===== src/hdl/glh_ram.sv =====
module glh_ram #(
  parameter int WIDTH = 8,
  parameter int DEPTH = 256,
  parameter int AW    = $clog2(DEPTH)
) (
  input  logic             clk,
  input  logic             we,
  input  logic [AW-1:0]    waddr,
  input  logic [WIDTH-1:0] wdata,
  input  logic             re,
  input  logic [AW-1:0]    raddr,
  output logic [WIDTH-1:0] rdata
);

  logic [WIDTH-1:0] mem [DEPTH];
  logic [WIDTH-1:0] rdata_r;

  always_ff @(posedge clk) begin
    if (we) begin
      mem[waddr] <= wdata;
    end
    if (re) begin
      rdata_r <= mem[raddr];
    end
  end

  assign rdata = rdata_r;

endmodule


===== config.mk =====
export PLATFORM = sky130hd
export DESIGN_NAME = glh_ram
export DESIGN_NICKNAME = d
export VERILOG_FILES = /design/src/hdl/glh_ram.sv
export SDC_FILE = /design/constraint.sdc
export NUM_CORES = 2
export LEC_CHECK = 0
export BUFFER_PORTS_ARGS = -buffer_cell sky130_fd_sc_hd__buf_2
export CORE_UTILIZATION = 30
export DETAILED_ROUTE_END_ITERATION = 8
export MAX_ROUTING_LAYER = met4
export PLACE_DENSITY = 0.45
export SYNTH_ARGS = -nofsm -noshare
export SYNTH_HDL_FRONTEND = slang
export SYNTH_SLANG_ARGS = --single-unit

===== constraint.sdc =====
create_clock -name clk -period 3.3 [get_ports clk]
set_clock_uncertainty 0.1 [all_clocks]
set_input_delay 0.33 -clock clk [delete_from_list [all_inputs] [get_ports clk]]
set_output_delay 0.33 -clock clk [all_outputs]
set_load 0.1 [all_outputs]

==> flow_summary.yaml <==
worst_setup_path:
  max_stage_delay_ns: 0.80
  path_cells: "mux4_2, mux4_2, nor2_1, a2111oi_0, buf_4, nor3_1, nor4_2"
  crit_slowest_cell: "nor3_1"
  reg2regPathDepth: 7
  critical_path_class: "reg -> reg"
  start_kind: "register"
  endpoint_kind: "register"
  cpMostUsedCell: "mux4_2"
  crit_required_ns: 3.77
  cp_max_fo: 1
  cp.arrival_ns: 3.62
job:
  cap_violations: 0
global_route:
  grt_remaining_overflow: 0
  grt_pass1_wl_mm: 324
  antenna_found_initial: 17
  grt_busiest_layer: "met2"
  grt_usage_pct: 17.7
  met1_usage_pct: 24.0
  grt_use_met2_pct: 28.2
  grt_max_degree: 130
  first_global_vias: 41500
  grt_use_met3_pct: 2.43
sta:
  hold_viol_final: 0
  fin_ws_ns: 0.151
  timing.setup.tns_ns: 0
  min_period_over_period_pct: 95.4
  timing.fmax_mhz: 318
  holdWs_ns: 0.119
  max_slew_margin_pct: 27.9
  rsz0062_at_grt: "no"
  tightest_slew_ns: 1.07
  maxSlewViolCount: 0
  setup_viol: 0
  min_period_ns: 3.15
die:
  io_pins: 35
  initial_core_util_pct: 30.3
  core_mm2: 0.263
  die_w_um: 517
  dieArea_mm2: 0.268
  rows: 188
  die_y_um: 517
synthesis:
  synthMuxAreaShare_pct: 14.6
  synth_top_family_by_area: "multiplexers"
  yosys.area_share.simple_pct: 2.63
  synth_top_area_cell: "edfxtp_1"
  synthAdderAreaFrac_pct: 0
  syn-mean-instance-area_um2: 21.3
  synth_area_leaders: "edfxtp_1 (78%), mux4_2 (13%), mux2i_1 (1.7%), nor2_1 (1.3%), a22oi_1 (1.3%)"
  synth_warnings: 0
  ys_seq_elements: 2056
  ys.flop_type: "edfxtp_1"
  yosysSeqAreaShare_pct: 77.5
  synth_nets: 3760
  async_flop_share_pct: 0
  synth_edf_count: 2056
  yosysTopAreaCellShare_pct: 77.5
  synth-compound-area-share_pct: 3.42
  synth_area_mm2: 0.0796
  netlist_instances: 3733
  ys_types: 54
  yosys.area_share.xor_xnor_pct: 0
clocking:
  cts_setup_buffers: 0
  numCtsBuffers: 217
  cts_sinks: 2056
  cts_buffer_depth: 3
  clock_latency_ns: 0.86
  cts.clk_slew.worst_paths_ns: 0.06
  cts_tree: "yes"
  cts_root_buffer: "clkbuf_16"
  h-tree-depth: 4
power:
  ir_drop_v: 0.000445
  comb_power_share_pct: 5.6
  swShare_pct: 22.4
  pwr-share-seq_pct: 52.5
  powerDensity_mw_per_mm2: 579
  p_clk_share_pct: 41.9
  p_int_mw: 42.6
  p_leak_nw: 30.0
  switchingPower_mw: 12.3
cells_and_area:
  layoutNonFillerInstCount: 8050
  drive_gt1_share_pct: 30.9
  final_util_pct: 36.0
  nets: 4381
  syn2layout_area_growth_pct: 19.1
placed_design:
  gp_congestion: 0.822
  dp.cells: 7637
  dp_hpwl_mm: 148
  portBuffers: 34
  place_ws_ns: -0.682
route:
  via_per_inst: 4.98
  first_pass_iters: 6
  avgRoutedWirePerCell_um: 28.5
  via_count: 40100
  wirelength_mm: 229
  drc: 0
  first_iter_violations: 3870
  detail-route-antenna-nets: 0
worst_hold_path:
  holdPathStages: 3
  hold_class: "in -> reg"
status:
  status: "completed"
==> cell usage in the layout (no fill, tap or decap), types with 9 or more instances in the layout <==
cell type / instances
edfxtp_1: 2056
buf_4: 534
mux4_2: 454
nor2_1: 279
clkbuf_16: 219
mux2i_1: 134
a22oi_1: 133
a21oi_1: 96
buf_12: 56
clkinv_1: 54
clkbuf_1: 52
o221ai_1: 46
clkinv_2: 44
nand2_1: 33
o22ai_1: 28
nor2b_1: 28
nand3_1: 25
nor4_1: 24
buf_2: 22
nor3_1: 21
a211oi_1: 16
a221oi_1: 13
dlygate4sd3_1: 13
nand4_1: 10
o211ai_1: 10
o21ai_0: 10
buf_8: 10
nand3_2: 9
==> metal layers <==
metal	routed length (µm)	vias to the layer above
met3	11100	291
met5	0	-
met2	111000	1088
li1	-	17000
met1	102000	21700
met4	4760	0
==> worst max-delay path: cells and delay by family (launching register included) <==
kind	cells	cell delay [ns]
flip-flops	1	0.35
multiplexers	2	1.06
buffers and inverters	1	0.18
AND/OR/NAND/NOR	3	1.05
AO/OA/AOI/OAI	1	0.12
==> timing repair <==
item                                   4_1_cts  5_1_grt
resized for setup                            1        0
hold buffers                                13        0
endpoints found under the hold margin      540        0
setup endpoints to repair                    1        0
==> kinds of logic (layout without fill, tap and decap cells) <==
logic type | Yosys count | count (layout)
and+or+nand+nor | 466 | 466
buffers and inverters | 235 | 1032
DFF | 2056 | 2056
AOI/OAI and AO/OA | 385 | 385
other | 0 | 5
muxes | 591 | 591
==> synth_stat cells, drive strengths merged, types with 2 or more instances <==
cell type  number
nand3b          2
nor4           27
nand2          33
a22o            8
a22oi         133
o22ai          28
nand3          34
nor2b          31
a31oi           2
mux4          456
clkbuf        111
o221ai         47
o32ai           5
a221oi         14
buf           122
nand4          10
edfxtp       2056
o22a            5
a311oi          2
and3b           2
o21ai          12
a211oi         16
o211ai         10
a2111oi         5
nand2b          8
nor3           22
nor2          282
and2            6
a21oi          96
mux2i         134
or2             4
==> metrics by stage <==
stage	power (mW)	instance area, µm²
after floorplan	30.9	79600
after global placement	32.5	88100
after detailed placement	32.5	88100
after CTS	55.6	94800
after global routing	56.6	94800
final	54.9	94800
==> sequential cells by signal, summed over array words and instances (netlist names) <==
signal	count
mem	2048
rdata	8
==> area by class of cell <==
class / instances / area (µm²)
Timing Repair Buffer: 635 / 5520
Antenna cell: 5 / 12.5
Fill cell: 24400 / 168000
Multi-Input combinational cell: 1442 / 16500
Sequential cell: 2056 / 61700
Inverter: 2 / 7.51
Clock inverter: 124 / 912
Clock buffer: 271 / 5680
Tap cell: 3515 / 4400
==> final timing paths <==
path | startpoint | to | slack [ns]
min | waddr[0] | mem[155][4] | 0.12
min reg2reg | mem[2][2] | rdata[2] | 1.12
max | mem[135][2] | rdata[2] | 0.15
max reg2reg | mem[135][2] | rdata[2] | 0.15
==> power by group through the flow <==
stage	Combinational [mW]	Clock (mW)	Sequential, mW
floorplan	1.40	0	29.5
global placement	3.14	0	29.4
detailed placement	3.14	0	29.4
CTS	3.16	23.6	28.8
global route	3.27	24.5	28.8
finish	3.09	23.0	28.8
(Power assumes the default switching activity.)
